## config.mk

```make
export PLATFORM = sky130hd
export DESIGN_NAME = command_frame_receiver_flat
export DESIGN_NICKNAME = d
export VERILOG_FILES = /design/src/sv/cfr_pkg.sv /design/src/sv/cfr_byte_if.sv /design/src/sv/cfr_result_if.sv /design/src/sv/cfr_classify.sv /design/src/sv/command_frame_receiver.sv /design/src/flat_wrapper.sv
export VERILOG_INCLUDE_DIRS = /design/src /design/src/sv
export SDC_FILE = /design/constraint.sdc
export NUM_CORES = 1
export LEC_CHECK = 0
export CAP_MARGIN = 25
export CORE_ASPECT_RATIO = 0.75
export CORE_MARGIN = 1.5
export CORE_UTILIZATION = 45
export CTS_CLUSTER_SIZE = 20
export DETAILED_ROUTE_END_ITERATION = 10
export DONT_BUFFER_PORTS = 1
export GPL_TIMING_DRIVEN = 0
export HOLD_SLACK_MARGIN = 0.15
export PLACE_DENSITY = 0.65
export SETUP_SLACK_MARGIN = 0.5
export SYNTH_ARGS = -nofsm -noshare
export SYNTH_HDL_FRONTEND = slang
export SYNTH_SLANG_ARGS = --single-unit
export TNS_END_PERCENT = 100
```

## constraint.sdc

```tcl
create_clock -name i_clk -period 5.1 [get_ports i_clk]
set_clock_uncertainty 0.15 [all_clocks]
set_input_delay 1.02 -clock i_clk [delete_from_list [all_inputs] [get_ports i_clk]]
set_output_delay 1.02 -clock i_clk [all_outputs]
set_load 0.01 [all_outputs]
```

## src/sv/assert_macros.svh

```systemverilog
`ifndef ASSERT_MACROS_SVH
`define ASSERT_MACROS_SVH

// Same-cycle implication, checked on every rising clock edge outside reset.
`define ASSERT_NOW(label, ante, cons, msg) \
    label: assert property (@(posedge i_clk) disable iff (!i_rst_n) (ante) |-> (cons)) \
        else $error(msg);

// Next-cycle implication, checked on every rising clock edge outside reset.
`define ASSERT_NEXT(label, ante, cons, msg) \
    label: assert property (@(posedge i_clk) disable iff (!i_rst_n) (ante) |=> (cons)) \
        else $error(msg);

`endif

```

## src/sv/cfr_pkg.sv

```systemverilog
`timescale 1ns / 1ps

package cfr_pkg;

    localparam int COMMAND_LENGTH = 5;
    localparam int CNT_W          = 3;
    localparam int TABLE_ROWS     = 12;
    localparam int CFG_IDX_W      = 2;
    localparam int CFG_DATA_W     = 32;

    localparam logic [7:0]  TIME_SYNC_OPCODE = 8'h78;
    localparam logic [7:0]  HEADER_RESET     = 8'h7F;
    localparam logic [7:0]  FOOTER_RESET     = 8'h7E;
    localparam logic [31:0] OFFSET_RESET     = 32'(8 * 3600);

    localparam logic [CFG_IDX_W-1:0] CFG_HEADER = 2'd0;
    localparam logic [CFG_IDX_W-1:0] CFG_FOOTER = 2'd1;
    localparam logic [CFG_IDX_W-1:0] CFG_OFFSET = 2'd2;

    typedef enum logic [1:0] {
        PH_IDLE = 2'd0,
        PH_BODY = 2'd1,
        PH_FOOT = 2'd2
    } t_phase;

    typedef enum logic [1:0] {
        ST_VALID      = 2'd0,
        ST_BAD_FOOTER = 2'd1,
        ST_CSUM_ERR   = 2'd2
    } t_status;

    typedef enum logic [3:0] {
        CLS_UNKNOWN     = 4'd0,
        CLS_CARD_IN     = 4'd1,
        CLS_CARD_OUT    = 4'd2,
        CLS_SLEEP       = 4'd3,
        CLS_BRIGHT      = 4'd4,
        CLS_PLAY        = 4'd5,
        CLS_STOP        = 4'd6,
        CLS_PREV        = 4'd7,
        CLS_NEXT        = 4'd8,
        CLS_PLAY_PAUSE  = 4'd9,
        CLS_QUERY       = 4'd10,
        CLS_TIME_SYNC   = 4'd11,
        CLS_TRACE_START = 4'd12,
        CLS_TRACE_STOP  = 4'd13
    } t_cmd_class;

    typedef logic [COMMAND_LENGTH-1:0][7:0] t_cmd_bytes;

    typedef struct packed {
        t_cmd_class  cmd_class;
        logic [31:0] time_value;
    } t_cls_result;

    // First command byte sits in the top byte of each row.
    localparam logic [39:0] CMD_TABLE [TABLE_ROWS] = '{
        40'h80_01_00_26_01,
        40'h80_01_00_26_00,
        40'h80_1E_01_0A_00,
        40'h80_1E_01_01_00,
        40'hA8_00_00_00_02,
        40'hA8_00_00_00_03,
        40'hA8_00_00_00_04,
        40'hA8_00_00_00_05,
        40'hA8_00_00_00_0C,
        40'h16_A0_00_02_01,
        40'h80_01_03_26_01,
        40'h80_01_04_26_01
    };

    localparam t_cmd_class CMD_CLASS_OF_ROW [TABLE_ROWS] = '{
        CLS_CARD_IN, CLS_CARD_OUT, CLS_SLEEP, CLS_BRIGHT, CLS_PLAY, CLS_STOP,
        CLS_PREV, CLS_NEXT, CLS_PLAY_PAUSE, CLS_QUERY, CLS_TRACE_START,
        CLS_TRACE_STOP
    };

endpackage

```

## src/sv/cfr_byte_if.sv

```systemverilog
`timescale 1ns / 1ps

interface cfr_byte_if;
    logic       valid;
    logic       ready;
    logic [7:0] rx_byte;

    modport source (output valid, output rx_byte, input ready);
    modport sink (input valid, input rx_byte, output ready);
endinterface

```

## src/sv/cfr_result_if.sv

```systemverilog
`timescale 1ns / 1ps

interface cfr_result_if;
    logic        valid;
    logic        ready;
    logic [1:0]  frame_status;
    logic [3:0]  command_class;
    logic [31:0] time_value;

    modport source (
        output valid, output frame_status, output command_class, output time_value,
        input ready
    );
    modport sink (
        input valid, input frame_status, input command_class, input time_value,
        output ready
    );
endinterface

```

## src/sv/cfr_classify.sv

```systemverilog
`timescale 1ns / 1ps

module cfr_classify
    import cfr_pkg::*;
(
    input  t_cmd_bytes  i_cmd,
    input  logic [31:0] i_time_offset,
    output t_cls_result o_cls
);

    logic [39:0]           w_key;
    logic [TABLE_ROWS-1:0] w_hit;
    logic [31:0]           w_stamp;
    logic                  w_sync;

    assign w_key   = {i_cmd[0], i_cmd[1], i_cmd[2], i_cmd[3], i_cmd[4]};
    assign w_stamp = {i_cmd[1], i_cmd[2], i_cmd[3], i_cmd[4]};
    assign w_sync  = (i_cmd[0] == TIME_SYNC_OPCODE);

    always_comb begin
        for (int r = 0; r < TABLE_ROWS; r++) begin
            w_hit[r] = (w_key == CMD_TABLE[r]);
        end
    end

    // Priority: the first ten rows, then time sync, then the trace rows.
    always_comb begin
        o_cls.cmd_class  = CLS_UNKNOWN;
        o_cls.time_value = '0;
        for (int r = TABLE_ROWS - 1; r >= 10; r--) begin
            if (w_hit[r]) begin
                o_cls.cmd_class = CMD_CLASS_OF_ROW[r];
            end
        end
        if (w_sync) begin
            o_cls.cmd_class  = CLS_TIME_SYNC;
            o_cls.time_value = w_stamp + i_time_offset;
        end
        for (int r = 9; r >= 0; r--) begin
            if (w_hit[r]) begin
                o_cls.cmd_class  = CMD_CLASS_OF_ROW[r];
                o_cls.time_value = '0;
            end
        end
    end

endmodule

```

## src/sv/command_frame_receiver.sv

```systemverilog
`timescale 1ns / 1ps
// Frame receiver for a byte stream: outside a frame every byte but the header
// value is dropped; a header opens a frame of five command bytes, a checksum
// byte and a footer byte. The footer byte yields one result item (status,
// command class, time value); no other byte yields one. One byte is taken per
// clock cycle unless stalled; the result item appears in the output register
// in the cycle after its footer byte. The input stalls only while that output
// register holds a result item that has not been taken. Configuration writes
// land on the next clock edge and apply from the next byte on.
module command_frame_receiver
    import cfr_pkg::*;
(
    input  logic                  i_clk,
    input  logic                  i_rst_n,
    input  logic                  i_cfg_we,
    input  logic [CFG_IDX_W-1:0]  i_cfg_index,
    input  logic [CFG_DATA_W-1:0] i_cfg_data,
    cfr_byte_if.sink              i_rx,
    cfr_result_if.source          o_res
);

    `include "assert_macros.svh"

    logic [7:0]       r_header;
    logic [7:0]       r_footer;
    logic [31:0]      r_offset;

    t_phase           r_phase, n_phase;
    logic [CNT_W-1:0] r_body_count, n_body_count;
    t_cmd_bytes       r_cmd, n_cmd;
    logic [7:0]       r_sum, n_sum;
    logic [7:0]       r_csum, n_csum;

    logic             r_out_valid, n_out_valid;
    t_status          r_status, n_status;
    t_cmd_class       r_class, n_class;
    logic [31:0]      r_time, n_time;

    logic             w_rx_acc;
    logic [7:0]       w_byte;
    t_cls_result      w_cls;

    assign i_rx.ready = !r_out_valid || o_res.ready;
    assign w_rx_acc   = i_rx.valid && i_rx.ready;
    assign w_byte     = i_rx.rx_byte;

    cfr_classify u_classify (
        .i_cmd         (r_cmd),
        .i_time_offset (r_offset),
        .o_cls         (w_cls)
    );

    always_ff @(posedge i_clk) begin
        if (!i_rst_n) begin
            r_header <= HEADER_RESET;
            r_footer <= FOOTER_RESET;
            r_offset <= OFFSET_RESET;
        end else if (i_cfg_we) begin
            case (i_cfg_index)
                CFG_HEADER: r_header <= i_cfg_data[7:0];
                CFG_FOOTER: r_footer <= i_cfg_data[7:0];
                CFG_OFFSET: r_offset <= i_cfg_data[31:0];
                default:    ;
            endcase
        end
    end

    // Next phase
    always_comb begin
        n_phase = r_phase;
        if (w_rx_acc) begin
            case (r_phase)
                PH_BODY: begin
                    if (r_body_count == CNT_W'(COMMAND_LENGTH)) begin
                        n_phase = PH_FOOT;
                    end
                end
                PH_FOOT: n_phase = PH_IDLE;
                default: n_phase = (w_byte == r_header) ? PH_BODY : PH_IDLE;
            endcase
        end
    end

    // Frame data and result
    always_comb begin
        n_body_count = r_body_count;
        n_cmd        = r_cmd;
        n_sum        = r_sum;
        n_csum       = r_csum;
        n_out_valid  = r_out_valid && !o_res.ready;
        n_status     = r_status;
        n_class      = r_class;
        n_time       = r_time;
        if (w_rx_acc) begin
            case (r_phase)
                PH_BODY: begin
                    if (r_body_count == CNT_W'(COMMAND_LENGTH)) begin
                        n_csum       = w_byte;
                        n_body_count = '0;
                    end else begin
                        n_cmd[r_body_count] = w_byte;
                        n_sum               = r_sum + w_byte;
                        n_body_count        = r_body_count + CNT_W'(1);
                    end
                end
                PH_FOOT: begin
                    n_out_valid = 1'b1;
                    n_class     = CLS_UNKNOWN;
                    n_time      = '0;
                    if (w_byte != r_footer) begin
                        n_status = ST_BAD_FOOTER;
                    end else if (r_sum != r_csum) begin
                        n_status = ST_CSUM_ERR;
                    end else begin
                        n_status = ST_VALID;
                        n_class  = w_cls.cmd_class;
                        n_time   = w_cls.time_value;
                    end
                end
                default: begin
                    if (w_byte == r_header) begin
                        n_body_count = '0;
                        n_cmd        = '0;
                        n_csum       = '0;
                        n_sum        = w_byte;
                    end
                end
            endcase
        end
    end

    always_ff @(posedge i_clk) begin
        if (!i_rst_n) begin
            r_phase      <= PH_IDLE;
            r_body_count <= '0;
            r_sum        <= '0;
            r_csum       <= '0;
            r_out_valid  <= 1'b0;
        end else begin
            r_phase      <= n_phase;
            r_body_count <= n_body_count;
            r_sum        <= n_sum;
            r_csum       <= n_csum;
            r_out_valid  <= n_out_valid;
        end
    end

    always_ff @(posedge i_clk) begin
        r_cmd    <= n_cmd;
        r_status <= n_status;
        r_class  <= n_class;
        r_time   <= n_time;
    end

    assign o_res.valid         = r_out_valid;
    assign o_res.frame_status  = r_status;
    assign o_res.command_class = r_class;
    assign o_res.time_value    = r_time;

    `ASSERT_NEXT(a_footer_gives_result, w_rx_acc && r_phase == PH_FOOT, r_out_valid, "footer byte without result item")
    `ASSERT_NOW(a_error_has_no_class, r_out_valid && r_status != ST_VALID, r_class == CLS_UNKNOWN && r_time == '0, "error result carries a class or time")
    `ASSERT_NOW(a_time_only_on_sync, r_out_valid && r_class != CLS_TIME_SYNC, r_time == '0, "time value outside time sync")
    `ASSERT_NOW(a_count_idle_zero, r_phase != PH_BODY, r_body_count == '0, "body count left nonzero outside body")

endmodule

```

## src/flat_wrapper.sv

```systemverilog
// flat-port wrapper written by rule: the top's interface ports become plain ports
module command_frame_receiver_flat import cfr_pkg::*;
  (i_clk, i_rst_n, i_cfg_we, i_cfg_index, i_cfg_data, i_rx_valid, i_rx_rx_byte, i_rx_ready, o_res_valid, o_res_frame_status, o_res_command_class, o_res_time_value, o_res_ready);
  cfr_byte_if i_rx_i ();
  cfr_result_if o_res_i ();
  input  logic i_clk;
  input  logic i_rst_n;
  input  logic i_cfg_we;
  input  logic [CFG_IDX_W-1:0] i_cfg_index;
  input  logic [CFG_DATA_W-1:0] i_cfg_data;
  input wire logic [$bits(i_rx_i.valid)-1:0] i_rx_valid;
  input wire logic [$bits(i_rx_i.rx_byte)-1:0] i_rx_rx_byte;
  output wire logic [$bits(i_rx_i.ready)-1:0] i_rx_ready;
  output wire logic [$bits(o_res_i.valid)-1:0] o_res_valid;
  output wire logic [$bits(o_res_i.frame_status)-1:0] o_res_frame_status;
  output wire logic [$bits(o_res_i.command_class)-1:0] o_res_command_class;
  output wire logic [$bits(o_res_i.time_value)-1:0] o_res_time_value;
  input wire logic [$bits(o_res_i.ready)-1:0] o_res_ready;
  assign i_rx_i.valid = i_rx_valid;
  assign i_rx_i.rx_byte = i_rx_rx_byte;
  assign i_rx_ready = i_rx_i.ready;
  assign o_res_valid = o_res_i.valid;
  assign o_res_frame_status = o_res_i.frame_status;
  assign o_res_command_class = o_res_i.command_class;
  assign o_res_time_value = o_res_i.time_value;
  assign o_res_i.ready = o_res_ready;
  command_frame_receiver u_core (.i_clk(i_clk), .i_rst_n(i_rst_n), .i_cfg_we(i_cfg_we), .i_cfg_index(i_cfg_index), .i_cfg_data(i_cfg_data), .i_rx(i_rx_i), .o_res(o_res_i));
endmodule
```

==> results by group <==
Drt
  – Vias per cell: 5.67
  – Residual DRC: 0
  – Initial drt markers: 719
  – Via count: 6701
  – Routed len/inst: 19.0 um
  – Wirelength, routed: 22.5 mm
  – DRT Pass-1 Iters: 5
  – Post-route ant nets: 0

Run
  – Maxcap violations: 0

GRT
  – Initial antenna violation count: 1
  – Gr ovfl total: 0
  – Largest net degree at the start of global routing: 39
  – Global-route wire length before repair: 34.9 mm
  – Vias in the first global route: 6128
  – Total GRT Usage: 23.6%

Timing
  – Fin crit period: 3.47 ns
  – Pins over their slew limit: 0
  – Setup WS post-layout: 1.63 ns
  – Worst Tran Pin Value: 0.975 ns
  – Setup violators final: 0
  – Final Hold Fails: 0
  – Max_slew headroom: 34.8%
  – RSZ-0062 raised after global routing: false
  – Final Hold Slack: 0.322 ns
  – Crit share post-route: 68.0%
  – Fmax: 288 MHz

Logic synthesis
  – Syn avg cell area: 9.36 um^2
  – Cell with the most instances after synthesis: nand2_1
  – Syn Inst Count: 903
  – Main synth FF type: edfxtp_1
  – Cell area after synthesis: 8450 um^2
  – Dominant cells by area after synthesis: edfxtp_1 28%, dfxtp_1 17%, nand2_1 6.8%
  – Synth top area share: 27.7%
  – Sequential element share of the synthesized area: 44.3%
  – Number of flops mapped to enable cells by yosys: 78
  – Post-synth net total: 992
  – Cell variety after synth: 68
  – Async SR Flop Fraction: 0%
  – Dominant cell type by area after synthesis: edfxtp_1
  – Synth Warn #: 0
  – Post-synth top cells: 153 x nand2_1, 83 x nor2_1, 78 x edfxtp_1, 70 x dfxtp_1, 52 x a21oi_1
  – Register bit total from synthesis: 148

Clock network
  – H-tree Lvls: 4
  – Clk buf depth: 2
  – Hold Buf Count CTS: 0
  – CTS tree: yes
  – Insertion delay to the later sink of the worst-skew pair: 0.43 ns
  – Clock root cell: clkbuf_16
  – Resized cells post-CTS: 0
  – Post CTS Setup Buffer Count: 0
  – Total CTS buffers: 17
  – CTS clk-pin slew, worst paths: 0.06 ns
  – Clock Sink Count: 148

Floorplan
  – Row cnt: 43
  – Ports: 87
  – Starting Density: 45.8%
  – Core Area: 18500 um^2
  – Die height: 122 um
  – Die area: 19600 um^2
  – Die X: 161 um

Finish
  – Layout Area Growth over Synthesis: 10.8%
  – Layout cell share with drive strength beyond 1: 7.17%
  – Nets: 1012
  – Filler instances: 1713
  – Antenna Diode Count: 0

Setup path
  – Worst setup SP type: input port
  – Worst Path Arrival: 3.45 ns
  – Setup crit end kind: register
  – WS Path Type: in -> reg
  – Crit path required time: 5.08 ns
  – CP Max Fanout: 28

Power and ir drop
  – Pleak: 0.00367 uW
  – VDD IR max: 0.179 mV
  – Pwr dens: 286 nW/um^2

Worst hold path
  – Min-Delay Path Class: reg -> reg

Placed design
  – GPL Wtd Cong: 0.942
  – Port bufs: 0
  – Hpwl dp: 16.6 mm
  – Pre-CTS setup slack: 1.26 ns

Status
  – Status: completed
## where the power goes
group	switching, uW	internal [uW]
logic	97.8	61.9
clock network	535	714
registers	14.6	1260
total	647	2030
## layout by cell type, fill, tap and decap left out, types with 8 or more instances in the layout
cell type,netlist,final
nor2b_1,20,20
xnor2_1,36,36
nor3_1,17,17
nor2_1,83,83
ha_1,40,40
inv_1,18,17
a22oi_1,9,9
a21boi_0,33,33
dfxtp_1,70,70
o21a_1,8,8
nand2_1,153,153
xor2_1,15,15
nand3_1,35,35
a21oi_1,52,52
nand4_1,12,12
edfxtp_1,78,78
clkbuf_1,31,30
nor4_1,8,8
o21ai_0,23,23
a21o_1,17,17
clkbuf_16,0,20
mux2i_1,35,35
## sequential cells by signal, summed over array words and instances (netlist names), 4 cells and up
name and cells:
u_core.r_cmd 40, u_core.o_res.time_value 32, u_core.r_offset 32, u_core.r_csum 8
u_core.r_footer 8, u_core.r_header 8, u_core.r_sum 8, u_core.o_res.command_class 4
## routing by layer
metal / global-route usage, % / vias to the layer above / share of wire [%]
li1: - / 3268 / -
met1: 36.5 / 3158 / 50
met2: 32.5 / 253 / 40
met3: 5.31 / 22 / 8.8
met4: 6.54 / 0 / 1.1
met5: 0 / - / 0
## critical path: stages
cell      delay, ns
buf_2          0.30
xnor2_1        0.17
nand4_1        0.15
nor2_1         0.23
o21ai_1        0.22
nor2_1         0.48
clkbuf_2       0.57
buf_12         0.27
## worst paths after layout
kind	start	end	slack (ns)	cells past startpoint
setup reg to reg	u_core.r_offset[0]	u_core.o_res.time_value[30]	1.76	11
setup / recovery	i_rx_rx_byte[2]	u_core.r_cmd[28]	1.63	8
hold reg to reg	u_core.r_offset[9]	u_core.r_offset[9]	0.32	2
hold / removal	u_core.r_offset[9]	u_core.r_offset[9]	0.32	2
## logic make-up after synthesis
logic type               synth area share (%)
flip-flops                               44.3
AO/OA/AOI/OAI                            15.2
XOR/XNOR                                 5.28
adder cells (fa/ha/maj)                  6.39
multiplexers                             4.14
buffers and inverters                    3.03
AND/OR/NAND/NOR                          21.6
## through the flow
step / utilization [%] / setup TNS (ns) / instance area [um^2] / power [uW] / cells
after CTS: 50.8 / 0 / 9370 / 2690 / 1182
after global routing: 50.8 / 0 / 9370 / 2760 / 1182
final: 50.8 / 0 / 9370 / 2680 / 1182
after detailed placement: 47.6 / 0 / 8780 / 1450 / 1151
after global placement: 47.5 / -1.94 / 8760 / 1450 / 1150
after floorplan: - / 0 / 8450 / 1410 / 903
## final cells by class
type                            count  area, um^2  area share (%)
Buffer                             43         190            2.03
Clock buffer                       20         500            5.34
Multi-Input combinational cell    694        4450            47.5
Sequential cell                   148        3740            40.0
Timing Repair Buffer                1        20.0           0.214
Clock inverter                     11        83.8           0.895
Tap cell                          247         309            3.30
Inverter                           18        67.6           0.721
Power figures use the tool's default switching activity.
